--- config.mk ---
export PLATFORM = sky130hd
export DESIGN_NAME = freq_table_target_select_unit
export DESIGN_NICKNAME = d
export VERILOG_FILES = /design/src/rtl/core/ftts_pkg.sv /design/src/rtl/core/ftts_table.sv /design/src/rtl/core/ftts_eval.sv /design/src/rtl/core/ftts_ctrl.sv /design/src/rtl/core/freq_table_target_select_unit.sv
export SDC_FILE = /design/constraint.sdc
export NUM_CORES = 1
export LEC_CHECK = 0
export BUFFER_PORTS_ARGS = -buffer_cell sky130_fd_sc_hd__buf_4
export CORE_UTILIZATION = 45
export CTS_CLUSTER_SIZE = 12
export DETAILED_ROUTE_END_ITERATION = 16
export PLACE_DENSITY = 0.68
export SLEW_MARGIN = 20
export SYNTH_ARGS = -nofsm -noshare
export SYNTH_HDL_FRONTEND = slang
export SYNTH_SLANG_ARGS = --single-unit
--- constraint.sdc ---
create_clock -name clk -period 9.3 [get_ports clk]
set_input_delay 1.86 -clock clk [delete_from_list [all_inputs] [get_ports clk]]
set_output_delay 1.86 -clock clk [all_outputs]
set_load 0.03 [all_outputs]
--- src/rtl/core/ftts_pkg.sv ---
// Shared types and constants of the frequency table target select unit.
`default_nettype none

package ftts_pkg;

    // Fixed widths of the interface fields.
    localparam int LIMIT_BITS     = 24;
    localparam int FIELD_FREQ_BITS = 24;
    localparam int COUNT_BITS     = 6;
    localparam int INDEX_BITS     = 5;
    localparam int CFG_INDEX_BITS = 2;
    localparam int CFG_DATA_BITS  = 24;

    // Defaults for the top level parameters.
    localparam int DEF_TABLE_DEPTH = 32;
    localparam int DEF_FREQ_BITS   = 24;

    // Reset value of the upper window limit: all ones.
    localparam logic [LIMIT_BITS-1:0] MAX_LIMIT_RESET = ~(LIMIT_BITS'(0));

    // Item kinds.
    typedef enum logic [0:0] {
        KIND_WRITE = 1'b0,
        KIND_QUERY = 1'b1
    } kind_t;

    // Selection relations.
    typedef enum logic [1:0] {
        REL_AT_ABOVE = 2'd0,
        REL_AT_BELOW = 2'd1,
        REL_CLOSEST  = 2'd2,
        REL_EXACT    = 2'd3
    } rel_t;

    // Configuration register indexes.
    localparam logic [CFG_INDEX_BITS-1:0] CFG_MIN_LIMIT   = 2'd0;
    localparam logic [CFG_INDEX_BITS-1:0] CFG_MAX_LIMIT   = 2'd1;
    localparam logic [CFG_INDEX_BITS-1:0] CFG_ENTRY_COUNT = 2'd2;

    // Result status codes.
    localparam logic STATUS_FOUND = 1'b0;
    localparam logic STATUS_NONE  = 1'b1;

    // Sequencer states.
    typedef enum logic [1:0] {
        ST_IDLE,
        ST_SCAN,
        ST_FINISH
    } state_t;

    // Controls issued by the sequencer to the table and the datapath.
    typedef struct packed {
        logic stall;
        logic wr_en;
        logic query_start;
        logic rd_en;
        logic load_out;
    } scan_ctrl_t;

endpackage

`default_nettype wire

--- src/rtl/core/ftts_table.sv ---
// Frequency table memory with one write port and one registered read port.
`default_nettype none

module ftts_table #(
    parameter int TABLE_DEPTH = ftts_pkg::DEF_TABLE_DEPTH,
    parameter int FREQ_BITS   = ftts_pkg::DEF_FREQ_BITS,
    localparam int AW = $clog2(TABLE_DEPTH)
) (
    input  wire logic                                    clk,
    input  wire logic                                    rst_n,
    input  wire logic                                    wr_en,
    input  wire logic [ftts_pkg::INDEX_BITS-1:0]         entry_index,
    input  wire logic [ftts_pkg::FIELD_FREQ_BITS-1:0]    entry_freq,
    input  wire logic                                    entry_valid,
    input  wire logic                                    rd_en,
    input  wire logic [AW-1:0]                           rd_addr,
    output logic                                         rd_live,
    output logic [AW-1:0]                                rd_idx,
    output logic [FREQ_BITS-1:0]                         rd_freq,
    output logic                                         rd_valid
);

    // Index width able to hold the depth itself, for the range check.
    localparam int XW = ((AW + 1) > ftts_pkg::INDEX_BITS) ? (AW + 1) : ftts_pkg::INDEX_BITS;

    logic [FREQ_BITS-1:0] freq_mem  [TABLE_DEPTH];
    logic                 valid_mem [TABLE_DEPTH];

    logic [XW-1:0]        idx_x;
    logic                 wr_hit;
    logic [AW-1:0]        wr_addr;

    logic                 rd_live_reg;
    logic [AW-1:0]        rd_idx_reg;
    logic [FREQ_BITS-1:0] rd_freq_reg;
    logic                 rd_valid_reg;

    // Writes beyond the table depth are dropped.
    assign idx_x   = XW'(entry_index);
    assign wr_hit  = wr_en && (idx_x < XW'(TABLE_DEPTH));
    assign wr_addr = idx_x[AW-1:0];

    // Entry write port.
    always_ff @(posedge clk)
    begin
        if (wr_hit)
        begin
            freq_mem[wr_addr]  <= FREQ_BITS'(entry_freq);
            valid_mem[wr_addr] <= entry_valid;
        end
    end

    // Registered read port.
    always_ff @(posedge clk)
    begin
        if (rd_en)
        begin
            rd_freq_reg  <= freq_mem[rd_addr];
            rd_valid_reg <= valid_mem[rd_addr];
            rd_idx_reg   <= rd_addr;
        end
    end

    // Marks the cycle in which read data belongs to a live request.
    always_ff @(posedge clk or negedge rst_n)
    begin
        if (!rst_n)
        begin
            rd_live_reg <= 1'b0;
        end
        else
        begin
            rd_live_reg <= rd_en;
        end
    end

    assign rd_live  = rd_live_reg;
    assign rd_idx   = rd_idx_reg;
    assign rd_freq  = rd_freq_reg;
    assign rd_valid = rd_valid_reg;

endmodule

`default_nettype wire

--- src/rtl/core/ftts_eval.sv ---
// Shared compare unit that judges one table entry a cycle and keeps the candidates.
`default_nettype none

module ftts_eval #(
    parameter int TABLE_DEPTH = ftts_pkg::DEF_TABLE_DEPTH,
    parameter int FREQ_BITS   = ftts_pkg::DEF_FREQ_BITS,
    localparam int AW = $clog2(TABLE_DEPTH)
) (
    input  wire logic                                 clk,
    input  wire logic                                 rst_n,
    input  wire logic                                 start,
    input  wire logic [1:0]                           relation,
    input  wire logic [ftts_pkg::FIELD_FREQ_BITS-1:0] target_freq,
    input  wire logic [ftts_pkg::LIMIT_BITS-1:0]      min_limit,
    input  wire logic [ftts_pkg::LIMIT_BITS-1:0]      max_limit,
    input  wire logic                                 rd_live,
    input  wire logic [AW-1:0]                        rd_idx,
    input  wire logic [FREQ_BITS-1:0]                 rd_freq,
    input  wire logic                                 rd_valid,
    output logic                                      hit,
    output logic                                      found,
    output logic [AW-1:0]                             sel_idx
);

    // Compare width covers both the stored frequency and the limits.
    localparam int W = (FREQ_BITS > ftts_pkg::LIMIT_BITS) ? FREQ_BITS : ftts_pkg::LIMIT_BITS;

    ftts_pkg::rel_t rel_reg;
    logic [W-1:0]   tgt_reg;

    logic           hit_reg;
    logic [AW-1:0]  hit_idx_reg;
    logic           best_have_reg;
    logic [W-1:0]   best_key_reg;
    logic [W-1:0]   best_freq_reg;
    logic [AW-1:0]  best_idx_reg;
    logic           alt_have_reg;
    logic [W-1:0]   alt_key_reg;
    logic [AW-1:0]  alt_idx_reg;

    logic [W-1:0]   f;
    logic           upd;
    logic           in_win;
    logic           above;
    logic           below;
    logic           eq;
    logic [W-1:0]   gap;
    logic           take_hit;
    logic           take_best;
    logic           take_alt;
    logic [W-1:0]   best_key_new;

    // Operands of the shared compare unit.
    assign f      = W'(rd_freq);
    assign upd    = rd_live && !hit_reg;
    assign in_win = rd_valid && (f >= W'(min_limit)) && (f <= W'(max_limit));
    assign above  = f > tgt_reg;
    assign below  = f < tgt_reg;
    assign eq     = f == tgt_reg;
    assign gap    = above ? (f - tgt_reg) : (tgt_reg - f);

    // Decision for the entry on the read port.
    always_comb
    begin
        take_hit     = 1'b0;
        take_best    = 1'b0;
        take_alt     = 1'b0;
        best_key_new = f;
        if (upd)
        begin
            unique case (rel_reg)
                ftts_pkg::REL_EXACT:
                begin
                    take_hit = rd_valid && eq;
                end
                ftts_pkg::REL_AT_ABOVE:
                begin
                    if (in_win)
                    begin
                        if (eq)
                            take_hit = 1'b1;
                        else if (above)
                            take_best = !best_have_reg || (f <= best_key_reg);
                        else
                            take_alt = !alt_have_reg || (f >= alt_key_reg);
                    end
                end
                ftts_pkg::REL_AT_BELOW:
                begin
                    if (in_win)
                    begin
                        if (eq)
                            take_hit = 1'b1;
                        else if (below)
                            take_best = !best_have_reg || (f >= best_key_reg);
                        else
                            take_alt = !alt_have_reg || (f <= alt_key_reg);
                    end
                end
                ftts_pkg::REL_CLOSEST:
                begin
                    best_key_new = gap;
                    if (in_win)
                    begin
                        if (eq)
                            take_hit = 1'b1;
                        else
                            take_best = !best_have_reg || (gap < best_key_reg) ||
                                        ((gap == best_key_reg) && (f > best_freq_reg));
                    end
                end
            endcase
        end
    end

    // Candidate flags, cleared when a query starts.
    always_ff @(posedge clk or negedge rst_n)
    begin
        if (!rst_n)
        begin
            hit_reg       <= 1'b0;
            best_have_reg <= 1'b0;
            alt_have_reg  <= 1'b0;
        end
        else if (start)
        begin
            hit_reg       <= 1'b0;
            best_have_reg <= 1'b0;
            alt_have_reg  <= 1'b0;
        end
        else
        begin
            if (take_hit)
                hit_reg <= 1'b1;
            if (take_best)
                best_have_reg <= 1'b1;
            if (take_alt)
                alt_have_reg <= 1'b1;
        end
    end

    // Query operands and candidate payloads.
    always_ff @(posedge clk)
    begin
        if (start)
        begin
            rel_reg <= ftts_pkg::rel_t'(relation);
            tgt_reg <= W'(FREQ_BITS'(target_freq));
        end
        if (take_hit)
            hit_idx_reg <= rd_idx;
        if (take_best)
        begin
            best_key_reg  <= best_key_new;
            best_freq_reg <= f;
            best_idx_reg  <= rd_idx;
        end
        if (take_alt)
        begin
            alt_key_reg <= f;
            alt_idx_reg <= rd_idx;
        end
    end

    // An exact match wins, then the main candidate, then the fallback.
    assign hit   = hit_reg;
    assign found = hit_reg || best_have_reg || alt_have_reg;

    always_comb
    begin
        priority if (hit_reg)
            sel_idx = hit_idx_reg;
        else if (best_have_reg)
            sel_idx = best_idx_reg;
        else if (alt_have_reg)
            sel_idx = alt_idx_reg;
        else
            sel_idx = '0;
    end

endmodule

`default_nettype wire

--- src/rtl/core/ftts_ctrl.sv ---
// Sequencer that steps the table scan and hands results to the output register.
`default_nettype none

module ftts_ctrl #(
    parameter int TABLE_DEPTH = ftts_pkg::DEF_TABLE_DEPTH,
    localparam int AW = $clog2(TABLE_DEPTH)
) (
    input  wire logic                            clk,
    input  wire logic                            rst_n,
    input  wire logic                            in_valid,
    input  wire logic                            kind,
    input  wire logic [ftts_pkg::COUNT_BITS-1:0] entry_count,
    input  wire logic                            hit,
    input  wire logic                            rd_live,
    input  wire logic                            out_free,
    output ftts_pkg::scan_ctrl_t                 ctrl,
    output logic [AW-1:0]                        rd_addr
);

    // Pointer width holds the depth itself; count width covers both operands.
    localparam int CW    = $clog2(TABLE_DEPTH + 1);
    localparam int CNT_W = (ftts_pkg::COUNT_BITS > CW) ? ftts_pkg::COUNT_BITS : CW;

    ftts_pkg::state_t state_reg;
    ftts_pkg::state_t state_next;
    logic [CW-1:0]    ptr_reg;
    logic [CW-1:0]    ptr_next;
    logic [CW-1:0]    n_reg;
    logic [CW-1:0]    n_next;
    logic [CNT_W-1:0] cnt_x;
    logic             accept;
    logic             scan_end;

    // Entries in use, clipped to the table depth.
    assign cnt_x  = CNT_W'(entry_count);
    assign n_next = (cnt_x > CNT_W'(TABLE_DEPTH)) ? CW'(TABLE_DEPTH) : CW'(cnt_x);

    assign accept   = in_valid && (state_reg == ftts_pkg::ST_IDLE);
    assign scan_end = (ptr_reg == n_reg) && !rd_live;

    // Next state.
    always_comb
    begin
        state_next = state_reg;
        unique case (state_reg)
            ftts_pkg::ST_IDLE:
            begin
                if (accept && (kind == ftts_pkg::KIND_QUERY))
                    state_next = ftts_pkg::ST_SCAN;
            end
            ftts_pkg::ST_SCAN:
            begin
                if (hit || scan_end)
                    state_next = ftts_pkg::ST_FINISH;
            end
            ftts_pkg::ST_FINISH:
            begin
                if (out_free)
                    state_next = ftts_pkg::ST_IDLE;
            end
            default:
            begin
                state_next = ftts_pkg::ST_IDLE;
            end
        endcase
    end

    // Outputs of the sequencer.
    always_comb
    begin
        ctrl.stall       = (state_reg != ftts_pkg::ST_IDLE);
        ctrl.wr_en       = accept && (kind == ftts_pkg::KIND_WRITE);
        ctrl.query_start = accept && (kind == ftts_pkg::KIND_QUERY);
        ctrl.rd_en       = (state_reg == ftts_pkg::ST_SCAN) && (ptr_reg < n_reg) && !hit;
        ctrl.load_out    = (state_reg == ftts_pkg::ST_FINISH) && out_free;
    end

    assign rd_addr = ptr_reg[AW-1:0];

    // Scan pointer advances with every issued read.
    always_comb
    begin
        ptr_next = ptr_reg;
        if (ctrl.query_start)
            ptr_next = '0;
        else if (ctrl.rd_en)
            ptr_next = ptr_reg + 1'b1;
    end

    always_ff @(posedge clk or negedge rst_n)
    begin
        if (!rst_n)
        begin
            state_reg <= ftts_pkg::ST_IDLE;
            ptr_reg   <= '0;
            n_reg     <= '0;
        end
        else
        begin
            state_reg <= state_next;
            ptr_reg   <= ptr_next;
            if (ctrl.query_start)
                n_reg <= n_next;
        end
    end

    // A query starts its scan at the first entry.
    a_start_scan: assert property (@(posedge clk) disable iff (!rst_n)
        ctrl.query_start |=> (state_reg == ftts_pkg::ST_SCAN) && (ptr_reg == '0))
        else $error("query did not start its scan at entry zero");

    // Each issued read moves the pointer by exactly one.
    a_ptr_step: assert property (@(posedge clk) disable iff (!rst_n)
        ctrl.rd_en |=> ptr_reg == CW'($past(ptr_reg) + 1'b1))
        else $error("scan pointer did not advance by one");

    // The scan never runs past the entries in use.
    a_ptr_bound: assert property (@(posedge clk) disable iff (!rst_n)
        (state_reg == ftts_pkg::ST_SCAN) |-> (ptr_reg <= n_reg))
        else $error("scan pointer beyond entry count");

    // A finished result waits while the output register is still occupied.
    a_finish_hold: assert property (@(posedge clk) disable iff (!rst_n)
        ((state_reg == ftts_pkg::ST_FINISH) && !out_free) |=>
            (state_reg == ftts_pkg::ST_FINISH))
        else $error("result left the finish state while output was busy");

endmodule

`default_nettype wire

--- src/rtl/core/freq_table_target_select_unit.sv ---
// Top level of the frequency table target select unit.
//
//  Channel   Direction  Handshake             Payload
//  -------   ---------  --------------------  ------------------------------------------
//  in        sink       in_valid / in_stall   kind, entry_index, entry_freq, entry_valid,
//                                             target_freq, relation
//  out       source     out_valid / out_stall selected_index, status
//  cfg       sink       cfg_write             cfg_index, cfg_data
//
// A query scans n entries, with n the entry count clipped to the table depth, one entry
// a cycle through the table's single read port and the shared compare unit; an exact
// match ends the scan early.
// Reset restores the configuration defaults; the table contents stay undefined until
// written, and there is no clearing pass.
// A result held by out_stall does not stop the next transfer in; a later query result
// waits in the finish state until the output register is free.
`default_nettype none

module freq_table_target_select_unit #(
    parameter int TABLE_DEPTH = ftts_pkg::DEF_TABLE_DEPTH,
    parameter int FREQ_BITS   = ftts_pkg::DEF_FREQ_BITS
) (
    input  wire logic                                 clk,
    input  wire logic                                 rst_n,
    // Input channel.
    input  wire logic                                 in_valid,
    output logic                                      in_stall,
    input  wire logic                                 kind,
    input  wire logic [ftts_pkg::INDEX_BITS-1:0]      entry_index,
    input  wire logic [ftts_pkg::FIELD_FREQ_BITS-1:0] entry_freq,
    input  wire logic                                 entry_valid,
    input  wire logic [ftts_pkg::FIELD_FREQ_BITS-1:0] target_freq,
    input  wire logic [1:0]                           relation,
    // Output channel.
    output logic                                      out_valid,
    input  wire logic                                 out_stall,
    output logic [ftts_pkg::INDEX_BITS-1:0]           selected_index,
    output logic                                      status,
    // Configuration port.
    input  wire logic                                 cfg_write,
    input  wire logic [ftts_pkg::CFG_INDEX_BITS-1:0]  cfg_index,
    input  wire logic [ftts_pkg::CFG_DATA_BITS-1:0]   cfg_data
);

    localparam int AW = $clog2(TABLE_DEPTH);
    localparam int SX = (AW > ftts_pkg::INDEX_BITS) ? AW : ftts_pkg::INDEX_BITS;

    ftts_pkg::scan_ctrl_t                ctrl;
    logic [AW-1:0]                       rd_addr;
    logic                                rd_live;
    logic [AW-1:0]                       rd_idx;
    logic [FREQ_BITS-1:0]                rd_freq;
    logic                                rd_valid;
    logic                                hit;
    logic                                found;
    logic [AW-1:0]                       sel_idx;
    logic [SX-1:0]                       sel_x;
    logic                                out_free;

    logic [ftts_pkg::LIMIT_BITS-1:0]     min_limit_reg;
    logic [ftts_pkg::LIMIT_BITS-1:0]     max_limit_reg;
    logic [ftts_pkg::COUNT_BITS-1:0]     entry_count_reg;

    logic                                out_valid_reg;
    logic [ftts_pkg::INDEX_BITS-1:0]     selected_index_reg;
    logic                                status_reg;

    // Configuration registers; unknown indexes are ignored.
    always_ff @(posedge clk or negedge rst_n)
    begin
        if (!rst_n)
        begin
            min_limit_reg   <= '0;
            max_limit_reg   <= ftts_pkg::MAX_LIMIT_RESET;
            entry_count_reg <= '0;
        end
        else if (cfg_write)
        begin
            if (cfg_index == ftts_pkg::CFG_MIN_LIMIT)
                min_limit_reg <= ftts_pkg::LIMIT_BITS'(cfg_data);
            if (cfg_index == ftts_pkg::CFG_MAX_LIMIT)
                max_limit_reg <= ftts_pkg::LIMIT_BITS'(cfg_data);
            if (cfg_index == ftts_pkg::CFG_ENTRY_COUNT)
                entry_count_reg <= cfg_data[ftts_pkg::COUNT_BITS-1:0];
        end
    end

    // Sequencer.
    ftts_ctrl #(
        .TABLE_DEPTH (TABLE_DEPTH)
    ) u_ctrl (
        .clk         (clk),
        .rst_n       (rst_n),
        .in_valid    (in_valid),
        .kind        (kind),
        .entry_count (entry_count_reg),
        .hit         (hit),
        .rd_live     (rd_live),
        .out_free    (out_free),
        .ctrl        (ctrl),
        .rd_addr     (rd_addr)
    );

    // Frequency table.
    ftts_table #(
        .TABLE_DEPTH (TABLE_DEPTH),
        .FREQ_BITS   (FREQ_BITS)
    ) u_table (
        .clk         (clk),
        .rst_n       (rst_n),
        .wr_en       (ctrl.wr_en),
        .entry_index (entry_index),
        .entry_freq  (entry_freq),
        .entry_valid (entry_valid),
        .rd_en       (ctrl.rd_en),
        .rd_addr     (rd_addr),
        .rd_live     (rd_live),
        .rd_idx      (rd_idx),
        .rd_freq     (rd_freq),
        .rd_valid    (rd_valid)
    );

    // Shared compare unit.
    ftts_eval #(
        .TABLE_DEPTH (TABLE_DEPTH),
        .FREQ_BITS   (FREQ_BITS)
    ) u_eval (
        .clk         (clk),
        .rst_n       (rst_n),
        .start       (ctrl.query_start),
        .relation    (relation),
        .target_freq (target_freq),
        .min_limit   (min_limit_reg),
        .max_limit   (max_limit_reg),
        .rd_live     (rd_live),
        .rd_idx      (rd_idx),
        .rd_freq     (rd_freq),
        .rd_valid    (rd_valid),
        .hit         (hit),
        .found       (found),
        .sel_idx     (sel_idx)
    );

    // Output register: free when empty or when its transfer completes now.
    assign out_free = !out_valid_reg || !out_stall;
    assign sel_x    = SX'(sel_idx);

    always_ff @(posedge clk or negedge rst_n)
    begin
        if (!rst_n)
        begin
            out_valid_reg <= 1'b0;
        end
        else if (ctrl.load_out)
        begin
            out_valid_reg <= 1'b1;
        end
        else if (!out_stall)
        begin
            out_valid_reg <= 1'b0;
        end
    end

    always_ff @(posedge clk)
    begin
        if (ctrl.load_out)
        begin
            selected_index_reg <= sel_x[ftts_pkg::INDEX_BITS-1:0];
            status_reg         <= found ? ftts_pkg::STATUS_FOUND : ftts_pkg::STATUS_NONE;
        end
    end

    assign in_stall       = ctrl.stall;
    assign out_valid      = out_valid_reg;
    assign selected_index = selected_index_reg;
    assign status         = status_reg;

endmodule

`default_nettype wire

==> results.md <==
* Worst endpoint data arrival time at 7.05 ns
* Half-perimeter wire length of the detailed placement result at 65.4 mm
* Required time at the endpoint of the critical path at 9.57 ns
* Final critical-path required period at ~6.8 ns
* Slew of the pin with the lowest slew margin at 1.01 ns
* Via count at 23.6k
* Insertion delay to the later sink of the worst-skew pair at 0.68 ns
* Dominant delay contributor by cell family on the critical path: compound AO/OA/AOI/OAI gates
* Biggest registers after layout: u_table.freq_mem (768), u_table.valid_mem (32)
* Quantity of I/O buffers inserted on ports at 95
* Number of warning messages in the yosys log at 0
* Final instance area at 0.0503 mm2
* Via count of the first global-routing pass at 24.3k
* Syn nets at 2,805
* Critical-path cell list: inv_1 -> ha_1 -> nand4_1 -> nor2_2 -> o211a_1 -> nor2_2 -> a21oi_4 -> o22ai_1 -> a221oi_1 -> a21oi_1 -> xnor2_1 -> ha_1 -> nand4_1 -> nor2_1 -> a221oi_1 -> o221ai_1 -> o21ai_0 -> o21bai_1 -> a311oi_4 -> buf_4
* Number of fill cells at 7,736
* Setup slack at placement at 2.67 ns
* Setup violations, final at 0
* Flip-flop and latch area at 0.0304 mm2
* Number of enable flip-flop cells after synthesis at 949
* Wire length of the first global-routing pass at 159 mm
* Met2 capacity usage during global routing at 0.372
* Flop and latch count out of synthesis at between 1k and 1.5k
* Number of vias per cell after detailed routing at 5.88
* Yosys top cell by area: edfxtp_1
* Top reg by flops: u_table.freq_mem
* R2R depth at 20
* Max Clk Rate at 147 MHz
* Number of distinct library cell variants in the gate-level netlist after synthesis at 81
* DRC Markers at 0
* Final TNS setup at 0 ns
* Number of antenna violations at the first check in global routing at 4
* Number of hold-repair buffers added at the cts stage at 0
* Placed standard-cell area at between 0.04 and 0.05 mm2
* Per-cell routed wire length at 27.0 um
* Busiest layer in global routing: met2
* Post-detailed-routing wire length at 108 mm
* Total area of multi-input combinational cells at around 0.013 mm2
* Clk sinks at 1,022
* Main synth FF type: edfxtp_1
* Grt total ovfl at 0
* Width of the die at 316 um
* Post_cts resized at 0
* Areal power density over the cells at approximately 280 mW/mm2
* Largest cells by area after synthesis: edfxtp_1, mux4_2, ha_1
* Worst Hold Slack at 0.479 ns
* Flip-flop count of the largest register after layout at between 700 and 800
* Endpoint of the worst hold-timing path: u_eval.best_idx_reg[2]
* CTS tree: done
* Max Cap Violations at 0
* Master cell of the clock root buffer: clkbuf_16
* Router iterations before antenna repair at 5
* Post-route fraction of the period consumed by the critical path at 0.730
* Final weighted congestion in routability-driven placement at a little under 0.9
* GR Util met3 at 0.0319
* Part of the Yosys area used for sequential elements at 0.682
* Type of the worst min-delay path: register to register
* Synth-to-layout area growth at 13.0%
* Bufs on Longest Clock Path at 3
* Launch instance of the worst register-to-register path: u_table.rd_freq[20]
* Setup fix buffers added after clock tree synthesis at 0
* Count of pins on the block boundary at between 90 and 100
* Critical Path Source Type: register
* Netlist area before placement at 0.0445 mm2
* Flop2flop setup slack at 2.51 ns
* Number of hold-slack violations in the final timing report at 0
* Clock H-tree levels at 3
* Number of buffers added by the clock tree synthesis step at 106
* Total Nets Final at 2,959
* Leakage power summed over all cells at 0.0175 uW
* Cell Count, Final, Fillers Out at 4,015
* Initial Utilization at 0.457
* Worst-case clock skew at 0.0530 ns
* Mean post-synth cell area at about 18 um2
* CP Class: register to register
* Biggest cell delay along the critical path at around 0.63 ns
* Fin. max-slew vios at 0
* Final WS setup at around 2.5 ns
* Share of synthesized registers carrying an async set or reset at 0.0714
* Share of layout cells above drive strength 1 at 0.251
* Post-detailed-route count of antenna-violating nets at 0
* # rows at roughly 110
* Maximum number of pins on one net before global-route repair at 182
* Maximum fanout along the worst path at 53
* Worst VDD drop at about 0.22 mV
* Crit end category: register
* Slowest cell on the critical path: buf_4
* Remaining max-slew budget at the tightest pin at 0.320
* Floorplan die area at ~0.10 mm2
* Hold path cells at 0
* Critical path buffer and inverter count at 2
* Die boundary height at about 320 um
* Setup repair after global routing missed its margin: no
* Total core area at roughly 0.097 mm2
* Combined global-route utilization of all metal layers at 0.220
* Detailed router's first-iteration violation count at around 2.4k
* Cell count after synthesis at between 2k and 3k
* Cell Count Post-Placement at around 3.8k
* End of the worst register-to-register path: u_eval.best_key_reg[3]
* Fraction of post-synthesis cell area in the top cell type by area at 0.640
* Startpoint of the most critical hold path: u_table.rd_idx[2]
* Clock-pin transition on the worst setup and hold timing paths at around 0.060 ns
* Met1 capacity usage during global routing at 0.294
* Run status: finished, final reports clean
worst register-to-register path, delay by kind of cell (launching register included):
| kind | cells | cell delay (ns) |
|---|---|---|
| fa+ha+maj | 2 | 0.86 |
| buf+inv | 2 | 0.73 |
| compound gates | 10 | 2.88 |
| flops | 1 | 0.59 |
| simple gates | 5 | 0.98 |
| xor+xnor | 1 | 0.29 |
layout by cell type (no fill, tap or decap), types with 5 or more instances in the layout:
cell	count
xnor2_1	13
a21oi_1	93
o21a_1	13
dfstp_2	24
mux4_2	250
nand3_1	16
xor2_1	14
a211oi_1	7
nand2_1	92
a22oi_1	5
clkbuf_16	110
nand4_1	39
mux2_2	67
nor2_4	32
ha_1	202
clkinv_1	11
and3_1	8
nor2_1	65
clkbuf_8	5
nand3b_1	9
a21o_1	61
o21ai_0	78
nor3_1	12
clkinv_2	8
edfxtp_1	949
inv_1	187
buf_4	142
nor2b_1	18
dfrtp_1	44
clkbuf_1	32
mux2i_1	10
nand2b_1	10
a31oi_1	5
power breakdown:
| part | leakage, uW | switching [uW] | total, uW | internal [uW] |
|---|---|---|---|---|
| clock network | 0.00156 | 1710 | 3960 | 2250 |
| logic | 0.00656 | 2500 | 4540 | 2050 |
| registers | 0.00941 | 312 | 5680 | 5370 |
| total | 0.0175 | 4520 | 14200 | 9670 |
layout make-up:
class                   instances  area share
diodes                          3    0.000149
clock buffers                 147      0.0585
clock inverters                30     0.00535
inverters                     187      0.0140
multi-input cells            1205       0.264
flip-flops and latches       1022       0.604
well taps                    1276      0.0317
repair buffers                145      0.0225
kinds of logic (layout without fill, tap and decap cells):
kind of cell             Yosys count  count (layout)  synth area share
multiplexers                     330             330             0.146
other                              0               3                 0
XOR/XNOR                          27              27           0.00531
AND/OR/NAND/NOR                  328             328            0.0363
adder cells (fa/ha/maj)          204             204            0.0577
AO/OA/AOI/OAI                    316             316            0.0462
buffers and inverters            286             509            0.0258
flip-flops                      1022            1022             0.682
worst max path at each step:
stage	startpoint	endpoint	slack, ns	cells after the start
floorplan	u_table.rd_freq[0]	u_eval.best_freq_reg[0]	0.44	22
global placement	u_table.rd_freq[20]	u_eval.best_idx_reg[0]	2.72	20
detailed placement	u_table.rd_freq[20]	u_eval.best_idx_reg[0]	2.67	21
CTS	u_table.rd_freq[20]	u_eval.best_key_reg[21]	2.58	21
global route	u_table.rd_freq[7]	u_eval.best_key_reg[23]	2.23	21
finish	u_table.rd_freq[20]	u_eval.best_key_reg[3]	2.51	20
synthesized netlist by cell type (8+ instances only):
| cell | n |
|---|---|
| buf_1 | 23 |
| mux4_2 | 250 |
| nand3b_1 | 9 |
| mux2i_1 | 10 |
| ha_1 | 202 |
| edfxtp_1 | 949 |
| o21a_1 | 13 |
| clkbuf_1 | 55 |
| nand4_1 | 39 |
| dfrtp_1 | 49 |
| nor3_1 | 12 |
| and3_1 | 8 |
| inv_1 | 187 |
| nand3_1 | 16 |
| nand2b_1 | 10 |
| buf_4 | 10 |
| a21oi_1 | 93 |
| a21o_1 | 61 |
| o21ai_0 | 78 |
| dfstp_2 | 24 |
| nand2_1 | 92 |
| mux2_2 | 67 |
| nor2b_1 | 18 |
| nor2_1 | 97 |
| xor2_1 | 14 |
| xnor2_1 | 13 |
per-layer routing:
metal  share of wire  vias to the layer above  routed length (um)
li1                -                    10200                   -
met1            0.41                    12300               44500
met2            0.50                      838               54300
met3           0.056                      189                6130
met4           0.032                        4                3500
met5         0.00024                        -                  26
stage by stage:
step / util / power, uW
floorplan: - / 8980
global placement: 0.484 / 10300
detailed placement: 0.484 / 10300
CTS: 0.517 / 14300
global route: 0.517 / 14900
finish: 0.517 / 14200
No activity file was read; power rests on OpenSTA's default activity.
